==> src/sv/apd_pkg.sv <==
package apd_pkg;

  // Register indexes on the configuration port
  localparam logic [2:0] REG_GAIN_P      = 3'd0;
  localparam logic [2:0] REG_GAIN_D      = 3'd1;
  localparam logic [2:0] REG_STEP_TIME   = 3'd2;
  localparam logic [2:0] REG_DEADBAND    = 3'd3;
  localparam logic [2:0] REG_WRAP_ENABLE = 3'd4;

  localparam int CFG_IDX_W  = 3;
  localparam int CFG_DATA_W = 24;

  // Datapath widths
  localparam int ERR_W  = 18;  // wrapped error, 1/64 units
  localparam int MUL_AW = 19;  // signed operand of the shared multiplier
  localparam int MUL_BW = 24;  // unsigned operand of the shared multiplier
  localparam int MUL_PW = 44;  // signed product
  localparam int ACC_W  = 45;  // numerator accumulator

  localparam logic signed [ERR_W-1:0] HALF_TURN = 18'sd11520;
  localparam logic signed [ERR_W-1:0] FULL_TURN = 18'sd23040;
  localparam logic [7:0] DRIVE_MAX     = 8'd255;
  localparam logic [7:0] DRIVE_NEUTRAL = 8'd127;
  localparam logic [7:0] DRIVE_MIN     = 8'd0;

  localparam logic [15:0] GAIN_P_RST   = 16'd205;
  localparam logic [23:0] GAIN_D_RST   = 24'd51200;
  localparam logic [7:0]  STEP_RST     = 8'd5;
  localparam logic [14:0] DEADBAND_RST = 15'd128;
  localparam logic signed [ERR_W-1:0] PREV_ERR_RST = 18'sd64;

  typedef struct packed {
    logic signed [15:0] measured;
    logic signed [15:0] target;
    logic [7:0]         bias_drive;
  } in_item_t;

  typedef struct packed {
    logic [7:0] drive;
    logic       in_deadband;
  } out_item_t;

  typedef struct packed {
    logic busy;
    logic done;
  } div_stat_t;

endpackage

==> src/sv/apd_mul.sv <==
module apd_mul (
  input  logic                                clk,
  input  logic signed [apd_pkg::MUL_AW-1:0]   mul_a,
  input  logic        [apd_pkg::MUL_BW-1:0]   mul_b,
  output logic signed [apd_pkg::MUL_PW-1:0]   prod_r
);
  import apd_pkg::*;

  logic signed [MUL_AW+MUL_BW:0] prod_full;

  // signed by unsigned: zero-extend b so it multiplies as a signed value
  assign prod_full = mul_a * $signed({1'b0, mul_b});

  always_ff @(posedge clk) begin
    prod_r <= prod_full[MUL_PW-1:0];
  end

endmodule

==> src/sv/apd_div.sv <==
module apd_div (
  input  logic                clk,
  input  logic                rst_n,
  input  logic                start,
  input  logic [15:0]         dividend,
  input  logic [7:0]          divisor,
  output logic [7:0]          quotient,
  output apd_pkg::div_stat_t  stat
);
  import apd_pkg::*;

  // Quotient is known to fit 8 bits, so the remainder starts from the
  // upper byte of the dividend and eight restoring steps finish it.
  logic       run_r, run_nxt;
  logic       done_r, done_nxt;
  logic [2:0] cnt_r, cnt_nxt;
  logic [7:0] rem_r, rem_nxt;
  logic [7:0] low_r, low_nxt;
  logic [7:0] quo_r, quo_nxt;
  logic [8:0] trial;
  logic       fits;

  assign trial = {rem_r, low_r[7]};
  assign fits  = trial >= {1'b0, divisor};

  always_comb begin
    run_nxt  = run_r;
    done_nxt = 1'b0;
    cnt_nxt  = cnt_r;
    rem_nxt  = rem_r;
    low_nxt  = low_r;
    quo_nxt  = quo_r;
    if (start) begin
      run_nxt = 1'b1;
      cnt_nxt = 3'd0;
      rem_nxt = dividend[15:8];
      low_nxt = dividend[7:0];
    end else if (run_r) begin
      rem_nxt = fits ? 8'(trial - {1'b0, divisor}) : trial[7:0];
      low_nxt = {low_r[6:0], 1'b0};
      quo_nxt = {quo_r[6:0], fits};
      cnt_nxt = 3'(cnt_r + 3'd1);
      if (cnt_r == 3'd7) begin
        run_nxt  = 1'b0;
        done_nxt = 1'b1;
      end
    end
  end

  always_ff @(posedge clk) begin
    if (!rst_n) begin
      run_r  <= 1'b0;
      done_r <= 1'b0;
      cnt_r  <= 3'd0;
    end else begin
      run_r  <= run_nxt;
      done_r <= done_nxt;
      cnt_r  <= cnt_nxt;
    end
    rem_r <= rem_nxt;
    low_r <= low_nxt;
    quo_r <= quo_nxt;
  end

  assign quotient  = quo_r;
  assign stat.busy = run_r;
  assign stat.done = done_r;

endmodule

==> src/sv/angle_pd_controller.sv <==
// PD drive controller with deadband. One item (measured, target, bias_drive)
// gives one result (drive, in_deadband). The error measured - target is
// wrapped once by 360 degrees when wrap_enable is set; an error within the
// deadband gives the neutral drive 127 and leaves the stored error alone.
// Otherwise the drive is the truncated value of
// (P*e*t + D*(e - e_prev) + 16384*t*bias) / (16384*t), clamped to 0..255.
// An item in the deadband goes from acceptance through S_ERR and S_DB to the
// result register; one whose drive clamps to 0 or 255 also makes four passes
// through the one shared 19x24 multiplier; any other item then runs the
// 8-step serial divider too. in_ready is high only while the sequencer is
// idle; a finished result waits in the output register, so the next item may
// be accepted before the last is taken. The user writes configuration through
// cfg_we/cfg_index/cfg_wdata only while idle; the block does not enforce it.
module angle_pd_controller (
  input  logic                             clk,
  input  logic                             rst_n,
  input  logic                             in_valid,
  output logic                             in_ready,
  input  apd_pkg::in_item_t                in_data,
  output logic                             out_valid,
  input  logic                             out_ready,
  output apd_pkg::out_item_t               out_data,
  input  logic                             cfg_we,
  input  logic [apd_pkg::CFG_IDX_W-1:0]    cfg_index,
  input  logic [apd_pkg::CFG_DATA_W-1:0]   cfg_wdata
);
  import apd_pkg::*;

  localparam logic [3:0] S_IDLE = 4'd0;
  localparam logic [3:0] S_ERR  = 4'd1;  // form and wrap the error
  localparam logic [3:0] S_DB   = 4'd2;  // deadband check, issue P*t
  localparam logic [3:0] S_M1   = 4'd3;  // issue e*(P*t)
  localparam logic [3:0] S_M2   = 4'd4;  // load e*P*t, issue d*D
  localparam logic [3:0] S_M3   = 4'd5;  // add d*D, issue bias*t
  localparam logic [3:0] S_M4   = 4'd6;  // add bias*t*16384
  localparam logic [3:0] S_CHK  = 4'd7;  // sign and saturation, start divide
  localparam logic [3:0] S_DIV  = 4'd8;  // wait for the quotient
  localparam logic [3:0] S_OUT  = 4'd9;  // hand the result to the output stage

  logic [3:0] state_r, state_nxt;

  // configuration registers
  logic [15:0] gain_p_r;
  logic [23:0] gain_d_r;
  logic [7:0]  step_r;
  logic [14:0] db_r;
  logic        wrap_r;

  in_item_t                 item_r, item_nxt;
  logic signed [ERR_W-1:0]  e_r, e_nxt;
  logic signed [ERR_W-1:0]  prev_r, prev_nxt;
  logic signed [ACC_W-1:0]  acc_r, acc_nxt;
  out_item_t                res_r, res_nxt;
  logic                     out_valid_r, out_valid_nxt;
  out_item_t                out_data_r, out_data_nxt;

  logic [7:0]               t_eff;
  logic signed [ERR_W-1:0]  diff;
  logic [ERR_W-1:0]         mag;
  logic signed [MUL_AW-1:0] mul_a;
  logic [MUL_BW-1:0]        mul_b;
  logic signed [MUL_PW-1:0] prod_r;
  logic signed [MUL_AW-1:0] d_err;
  logic [ACC_W-15:0]        num_hi;
  logic                     sat;
  logic                     div_start;
  logic [7:0]               quotient;
  div_stat_t                div_stat;

  function automatic logic signed [ERR_W-1:0] in_item_sext(input logic signed [15:0] v);
    in_item_sext = {{(ERR_W-16){v[15]}}, v};
  endfunction

  // a step time of zero counts as one
  assign t_eff = (step_r == 8'd0) ? 8'd1 : step_r;

  assign diff  = ERR_W'(in_item_sext(item_r.measured)) - ERR_W'(in_item_sext(item_r.target));
  assign mag   = e_r[ERR_W-1] ? ERR_W'(-e_r) : e_r;
  assign d_err = {e_r[ERR_W-1], e_r} - {prev_r[ERR_W-1], prev_r};

  // numerator divided by 16384; the remaining divide is by t alone
  assign num_hi = acc_r[ACC_W-1:14];
  assign sat    = (num_hi[ACC_W-15:16] != '0) || (num_hi[15:0] >= {t_eff, 8'h00});

  // shared multiplier operand select
  always_comb begin
    mul_a = '0;
    mul_b = '0;
    case (state_r)
      S_DB: begin
        mul_a = {3'b000, gain_p_r};
        mul_b = {16'h0000, t_eff};
      end
      S_M1: begin
        mul_a = {e_r[ERR_W-1], e_r};
        mul_b = prod_r[MUL_BW-1:0];
      end
      S_M2: begin
        mul_a = d_err;
        mul_b = gain_d_r;
      end
      S_M3: begin
        mul_a = {11'h000, item_r.bias_drive};
        mul_b = {16'h0000, t_eff};
      end
      default: begin
        mul_a = '0;
        mul_b = '0;
      end
    endcase
  end

  apd_mul u_mul (
    .clk    (clk),
    .mul_a  (mul_a),
    .mul_b  (mul_b),
    .prod_r (prod_r)
  );

  apd_div u_div (
    .clk      (clk),
    .rst_n    (rst_n),
    .start    (div_start),
    .dividend (num_hi[15:0]),
    .divisor  (t_eff),
    .quotient (quotient),
    .stat     (div_stat)
  );

  assign in_ready = (state_r == S_IDLE);

  always_comb begin
    state_nxt     = state_r;
    item_nxt      = item_r;
    e_nxt         = e_r;
    prev_nxt      = prev_r;
    acc_nxt       = acc_r;
    res_nxt       = res_r;
    out_valid_nxt = out_valid_r;
    out_data_nxt  = out_data_r;
    div_start     = 1'b0;

    // drop the result once it is taken
    if (out_valid_r && out_ready) begin
      out_valid_nxt = 1'b0;
    end

    unique case (state_r)
      S_IDLE: begin
        if (in_valid) begin
          item_nxt  = in_data;
          state_nxt = S_ERR;
        end
      end
      S_ERR: begin
        e_nxt = diff;
        if (wrap_r) begin
          if (diff > HALF_TURN) begin
            e_nxt = diff - FULL_TURN;
          end else if (diff < -HALF_TURN) begin
            e_nxt = diff + FULL_TURN;
          end
        end
        state_nxt = S_DB;
      end
      S_DB: begin
        if (mag <= {3'b000, db_r}) begin
          res_nxt.drive       = DRIVE_NEUTRAL;
          res_nxt.in_deadband = 1'b1;
          state_nxt           = S_OUT;
        end else begin
          res_nxt.in_deadband = 1'b0;
          state_nxt           = S_M1;
        end
      end
      S_M1: begin
        state_nxt = S_M2;
      end
      S_M2: begin
        acc_nxt   = {prod_r[MUL_PW-1], prod_r};
        state_nxt = S_M3;
      end
      S_M3: begin
        acc_nxt   = acc_r + {prod_r[MUL_PW-1], prod_r};
        state_nxt = S_M4;
      end
      S_M4: begin
        acc_nxt   = acc_r + {15'h0000, prod_r[15:0], 14'h0000};
        state_nxt = S_CHK;
      end
      S_CHK: begin
        prev_nxt = e_r;
        if (acc_r[ACC_W-1]) begin
          res_nxt.drive = DRIVE_MIN;
          state_nxt     = S_OUT;
        end else if (sat) begin
          res_nxt.drive = DRIVE_MAX;
          state_nxt     = S_OUT;
        end else begin
          div_start = 1'b1;
          state_nxt = S_DIV;
        end
      end
      S_DIV: begin
        if (div_stat.done) begin
          res_nxt.drive = quotient;
          state_nxt     = S_OUT;
        end
      end
      S_OUT: begin
        // hold until the output register is free
        if (!out_valid_r || out_ready) begin
          out_valid_nxt = 1'b1;
          out_data_nxt  = res_r;
          state_nxt     = S_IDLE;
        end
      end
      default: begin
        state_nxt = S_IDLE;
      end
    endcase
  end

  always_ff @(posedge clk) begin
    if (!rst_n) begin
      state_r     <= S_IDLE;
      out_valid_r <= 1'b0;
      prev_r      <= PREV_ERR_RST;
      gain_p_r    <= GAIN_P_RST;
      gain_d_r    <= GAIN_D_RST;
      step_r      <= STEP_RST;
      db_r        <= DEADBAND_RST;
      wrap_r      <= 1'b1;
    end else begin
      state_r     <= state_nxt;
      out_valid_r <= out_valid_nxt;
      prev_r      <= prev_nxt;
      if (cfg_we) begin
        unique case (cfg_index)
          REG_GAIN_P:      gain_p_r <= cfg_wdata[15:0];
          REG_GAIN_D:      gain_d_r <= cfg_wdata[23:0];
          REG_STEP_TIME:   step_r   <= cfg_wdata[7:0];
          REG_DEADBAND:    db_r     <= cfg_wdata[14:0];
          REG_WRAP_ENABLE: wrap_r   <= cfg_wdata[0];
          default: ;
        endcase
      end
    end
    item_r     <= item_nxt;
    e_r        <= e_nxt;
    acc_r      <= acc_nxt;
    res_r      <= res_nxt;
    out_data_r <= out_data_nxt;
  end

  assign out_valid = out_valid_r;
  assign out_data  = out_data_r;

endmodule

==> config.mk <==
export PLATFORM = sky130hd
export DESIGN_NAME = angle_pd_controller
export DESIGN_NICKNAME = d
export VERILOG_FILES = /design/src/sv/apd_pkg.sv /design/src/sv/apd_mul.sv /design/src/sv/apd_div.sv /design/src/sv/angle_pd_controller.sv
export SDC_FILE = /design/constraint.sdc
export NUM_CORES = 2
export LEC_CHECK = 0
export BUFFER_PORTS_ARGS = -buffer_cell sky130_fd_sc_hd__clkbuf_2
export CORE_UTILIZATION = 40
export DETAILED_ROUTE_END_ITERATION = 8
export SETUP_SLACK_MARGIN = 0.1
export SYNTH_ARGS = -nofsm -noshare
export SYNTH_HDL_FRONTEND = slang
export SYNTH_SLANG_ARGS = --single-unit
==> constraint.sdc <==
create_clock -name clk -period 10 [get_ports clk]
set_input_delay 1.5 -clock clk [delete_from_list [all_inputs] [get_ports clk]]
set_output_delay 1.5 -clock clk [all_outputs]
set_load 0.1 [all_outputs]
======== Word-level counts from Yosys, hierarchy flattened ========
Index checks and enable logic that the tools add are counted.
operators by class
  shift-type cells ........................ 0
  bitwise logic cells ..................... 3
  reductions and logical operators ........ 24
  $add $sub $neg .......................... 9
  eq/ne operators ......................... 19
  magnitude comparators ................... 5
  multipliers ............................. 1
  div/mod/pow operators ................... 0
  mux-type cells .......................... 36
operator list
  cell                                                             number
  case mux 45 bit (3 select lines)                                 1
  2-to-1 mux 8 bit                                                 10
  case mux 19 bit (4 select lines)                                 1
  2-to-1 mux 18 bit                                                4
  case mux 24 bit (3 select lines)                                 1
  adder 45 x 30 -> 45 bit                                          1
  adder 45 bit                                                     1
  multiplier 19 x 25 -> 44 bit                                     1
  case mux 4 bit (10 select lines)                                 1
  case mux 8 bit (3 select lines)                                  1
  2-to-1 mux 4 bit                                                 5
  subtractor 18 x 18 -> 19 bit                                     1
  adder 17 x 16 -> 18 bit, second input constant                   1
  <= comparator 18 x 15 -> 1 bit                                   1
  negator 18 bit                                                   1
  subtractor 17 x 16 -> 18 bit, second input constant              1
  greater-than comparator 17 x 15 -> 1 bit, second input constant  1
  < comparator 17 x 15 -> 1 bit, second input constant             1
  subtractor 16 x 16 -> 17 bit                                     1
  equality test 4 x 3 -> 1 bit, second input constant              4
  >= comparator 16 bit                                             1
  AND reduction 2 bit                                              8
  nonzero test 15 bit                                              1
  2-to-1 mux 1 bit                                                 12
  other kinds (25)                                                 36
word-level totals
  bits in latches ......................... 0
  memories kept ........................... 0
  bits in writable memories ............... 0
  memory bits (read-only) ................. 0
  output and inout port bits .............. 11
  logic and storage cells ................. 121
  input bits .............................. 72
  register bits ........................... 281

======== Depth between registers and ports, before layout ========
  depth after elaboration ................. 9
  mapped depth ............................ 40

======== By module ========
A second synthesis with hierarchy kept.
second synthesis, totals
  cell total of the unflattened synthesis .. 3587
  area, all modules ....................... 32726.4 sq um
modules (own cells, without submodules)
  module               sequential area each (sq um)  cells each  times used  area each (sq um)
  apd_mul              880.8                         1782        1           16241.8
  angle_pd_controller  5375.2                        1652        1           14794.2
  apd_div              820.8                         153         1           1690.4

======== Least setup slack after synthesis ========
No wires, ideal clock.
  path type ............................... flip-flop to flip-flop
  from .................................... reg e_r[0]
  to ...................................... reg u_mul.prod_r[43] (netlist name)
  required time ........................... 9882 ps
  clock period less this slack ............ 9126 ps
  arrival ................................. 9007 ps
  stages on the path, launching flop included .. 38
  slack ................................... 874 ps
  setup time .............................. 118 ps
  cell sequence ........................... edfxtp_1 -> inv_1 -> ha_1 -> inv_1 -> fa_1 -> a21o_1 -> a21o_1 -> a21oi_2 -> o21ai_2 -> a2111oi_4 -> o41ai_1 -> a21oi_2 -> o21a_2 -> nor2b_1 -> o311ai_2 -> buf_2 -> nand2_1 -> fa_1 -> [2 not listed] -> fa_1 -> fa_1 -> fa_1 -> fa_1 -> inv_1 -> fa_1 -> inv_1 -> ha_1 -> a21oi_1 -> o21ai_0 -> a31o_2 -> a31oi_4 -> o21ai_1 -> a311o_1 -> a21boi_2 -> o21ai_1 -> a21oi_2 -> xnor2_1
between the ends
  longest elaborated chain between the ends .. 3
ends and longest elaborated chain
  what                                  RTL line                    RTL
  from (decl)                           angle_pd_controller.sv:50   logic signed [ERR_W-1:0] e_r, e_nxt;
  from (signal assigned)                angle_pd_controller.sv:250  e_r <= e_nxt;
  subtractor 18 x 18 -> 19 bit          angle_pd_controller.sv:79   assign d_err = {e_r[ERR_W-1], e_r} - {prev_r[ERR_W-1], prev_r};
  case mux 19 bit (4 select lines) (*)  angle_pd_controller.sv:89   case (state_r)
  multiplier 19 x 25 -> 44 bit (*)      apd_mul.sv:12               assign prod_full = mul_a * $signed({1'b0, mul_b});
  named net u_mul.prod_full[43]         apd_mul.sv:9                logic signed [MUL_AW+MUL_BW:0] prod_full;
  to (signal assigned)                  apd_mul.sv:15               prod_r <= prod_full[MUL_PW-1:0];
  to (decl)                             apd_mul.sv:5                output logic signed [apd_pkg::MUL_PW-1:0] prod_r
The timed path passes the listed nets; every way through them passes the cells marked *.
A chain may end at the register's enable or synchronous reset.

======== Final worst setup path ========
  from .................................... reg e_r[0]
  to ...................................... reg u_mul.prod_r[42] (netlist name)
The elaborated chain is that of the path after synthesis.

==> results.py <==
metrics = {
    "run_status": {
        "status": "finished, final reports clean",
    },
    "finish": {
        "final_cells": 4638,
        "multiInputGateArea_sq_um": 22230,
        "area_growth_pct": 9.963,
        "fillCellCount": 7655,
        "layout-drive-gt1-share": 0.08537,
        "final_util": 0.4474,
        "nets": 4323,
        "finalInstanceArea_sq_um": 34830,
        "regArea_sq_um": 7077,
    },
    "drt": {
        "drcViolationCount": 0,
        "route.antenna.remaining_nets": 0,
        "first_iter_violations": 2092,
        "routed_wl_microns": 96300,
        "vias": 25120,
        "drtPass1Iterations": 6,
        "vias_per_cell": 5.415,
        "drt-wirelength-per-cell_microns": 20.76,
    },
    "global_route": {
        "grt_max_degree": 90,
        "grt.met1_usage": 0.3309,
        "first_global_vias": 24710,
        "grt_pass1_wl_microns": 147800,
        "met2_usage": 0.3846,
        "grt-busiest-layer": "met2",
        "overflow": 0,
        "gr-usage-met3": 0.03240,
        "antenna_found_initial": 4,
        "track_usage": 0.2397,
    },
    "place": {
        "placed_area_sq_um": 33500,
        "dp.cells": 4569,
        "gp_congestion": 0.9718,
        "dpl.hpwl_microns": 76950,
        "io_buffer_count": 82,
    },
    "sta": {
        "finalCritPeriodShare": 0.9569,
        "whs_ns": 0.4105,
        "final_hold_viol_count": 0,
        "period_minus_slack_ns": 9.569,
        "skew_ns": 0.02012,
        "setup_violations": 0,
        "tightest_slew_ns": 1.205,
        "max_slew_margin": 0.1970,
        "grt_setup_unrepaired": "false",
        "slew_violations": 0,
        "fin_tns_setup_ns": 0,
        "fmax_mhz": 104.5,
    },
    "power": {
        "p_comb_frac": 0.486,
        "p_switching_uw": 2636,
        "power.internal_uw": 3427,
        "p_sw_frac": 0.4348,
        "leakage_uw": 0.01589,
        "irDropWorstVdd_mv": 0.1929,
        "power_frac_seq": 0.284,
        "clkPwrFrac": 0.230,
        "power_density_nw_per_um2": 174.1,
    },
    "critical_path": {
        "end_kind": "register",
        "path_common_cell": "fa_1",
        "crit_type": "register to register",
        "critPathLaunchType": "register",
        "max_stage_delay_ns": 0.55,
        "slowest_stage": "fa_1",
        "worstPathArrival_ns": 10.02,
        "crit_fanout": 6,
        "required_ns": 10.45,
    },
    "yosys": {
        "yosysUniqueCellTypes": 95,
        "avgSynthCellArea_sq_um": 9.011,
        "syn_area_sq_um": 31670,
        "async_flop_share": 0,
        "synth_fp_nets": 4269,
        "synth_warnings": 0,
        "ys_seq_area_frac": 0.2234,
        "synth_edf_count": 145,
        "synthFlopType": "edfxtp_1",
        "synth_cells": 3515,
        "synth-seq-cells": 281,
    },
    "clock_network": {
        "clk_latency_ns": 0.56,
        "clk_pin_slew_ns": 0.07,
        "cts_tree": "built",
        "cts_sinks": 281,
        "cts_root_buf": "clkbuf_16",
        "cts-htree-levels": 2,
        "cts_buffers": 35,
        "clockBufferDepth": 3,
    },
    "job": {
        "max_cap_violations": 0,
    },
    "hold_path": {
        "worstHoldPathType": "register to register",
    },
    "floorplanning": {
        "dieArea_sq_um": 80320,
        "num_rows": 102,
        "coreArea_sq_um": 77850,
        "die_h_microns": 283.4,
        "ios": 83,
        "start_util": 0.4069,
        "die_x_microns": 283.4,
    },
}
power groups by stage:
stage	sequential (uW)	clock, uW	combinational, uW
CTS	1720	1420	2920
finish	1720	1400	2950
detailed placement	1740	0	2900
floorplan	1630	0	2120
global placement	1740	0	2890
global route	1730	1460	3240
logic make-up (layout without fill, tap and decap cells):
| logic type | Yosys count | count (layout) | synth area share |
|---|---|---|---|
| XOR/XNOR | 155 | 155 | 0.04310 |
| flip-flops | 281 | 281 | 0.2234 |
| AND/OR/NAND/NOR | 1075 | 1075 | 0.1461 |
| other | 0 | 2 | 0 |
| adder cells (fa/ha/maj) | 682 | 682 | 0.3590 |
| multiplexers | 25 | 25 | 0.008295 |
| AO/OA/AOI/OAI | 641 | 641 | 0.1409 |
| buffers and inverters | 656 | 737 | 0.07912 |
cell usage in the layout (no fill, tap or decap), drive strengths merged, types with 37 or more instances in the layout:
cell    count
nand2     581
inv       509
fa        378
ha        304
nor2      241
edfxtp    145
dfxtp     136
a21oi     127
clkbuf    125
o21ai     119
xnor2      97
buf        84
a21boi     82
a21o       75
xor2       58
a22oi      54
nand3      37
what timing repair did:
item / 4_1_cts / 5_1_grt
resized for setup: 0 / 12
hold buffers: 0 / 0
buffers inserted: 0 / 3
endpoints found under the setup margin: 0 / 9
worst max-delay path, delay by kind of cell (launching register included):
family                   cells  cell delay [ns]
flip-flops                   1             0.45
AND/OR/NAND/NOR              2             0.23
buffers and inverters        7             0.71
adder cells (fa/ha/maj)     10             4.08
XOR/XNOR                     1             0.14
AO/OA/AOI/OAI               19             3.86
Yosys cell counts (all sizes together) (13+ instances only):
cell type	instances	area (sq um)
a211oi	13	102.6
a21boi	82	623.1
a21o	75	563.0
a21oi	127	661.9
a22o	20	175.2
a22oi	54	405.4
a31oi	23	158.9
and2	34	212.7
and3	18	112.6
buf	24	132.6
clkbuf	125	470.5
dfxtp	136	2723
edfxtp	145	4354
fa	378	7567
ha	304	3804
inv	507	1903
mux2i	15	150.1
nand2	581	2181
nand2b	30	187.7
nand3	37	190.2
nand4	26	162.7
nor2	241	904.6
nor2b	26	162.7
nor3	34	175.2
o21a	24	181.4
o21ai	119	606.8
xnor2	97	849.6
xor2	58	515.5
flip-flops by register name (all words and copies together), names as in the netlist, 3 cells and up:
register and cells:
step_r 8, u_div.cnt_r 3, u_div.quotient 8, acc_r 45
res_r 9, u_mul.prod_r 44, u_div.rem_r 8, db_r 15
out_data 9, e_r 18, item_r 40, prev_r 18
gain_d_r 24, gain_p_r 16, state_r 4, u_div.low_r 8
per-stage QoR:
step / power [uW] / setup WS [ns]
floorplan: 3755 / 0.8744
global placement: 4633 / 0.4539
detailed placement: 4638 / 0.3410
CTS: 6057 / 0.2751
global route: 6436 / 0.002034
finish: 6063 / 0.4305
path summary, 6_finish.rpt:
check	from	endpoint	slack, ns	depth (start not counted)
hold / removal	res_r[1]$_DFFE_PP_	out_data[1]$_DFFE_PP_	0.41	0
setup / recovery	e_r[0]$_DFFE_PP_	u_mul.prod_r[42]$_DFF_P_	0.43	39
setup reg to reg	e_r[0]$_DFFE_PP_	u_mul.prod_r[42]$_DFF_P_	0.43	39
hold reg to reg	res_r[1]$_DFFE_PP_	out_data[1]$_DFFE_PP_	0.41	0
area by class of cell:
cell class / count / share of cell area
Multi-Input combinational cell: 2578 / 0.6381
Sequential cell: 281 / 0.2032
Antenna cell: 2 / 0.0001437
Clock buffer: 43 / 0.02752
Clock inverter: 21 / 0.008442
Tap cell: 1040 / 0.03736
Inverter: 507 / 0.05464
Timing Repair Buffer: 166 / 0.03061
routing by layer:
layer | vias to the layer above | wire (microns) | share of wire
met2 | 897 | 43830 | 0.46
met5 | - | 13 | 0.00014
met3 | 146 | 6780 | 0.070
met1 | 12390 | 42340 | 0.44
met4 | 2 | 3326 | 0.035
li1 | 11680 | - | -
Power figures use the tool's default switching activity.
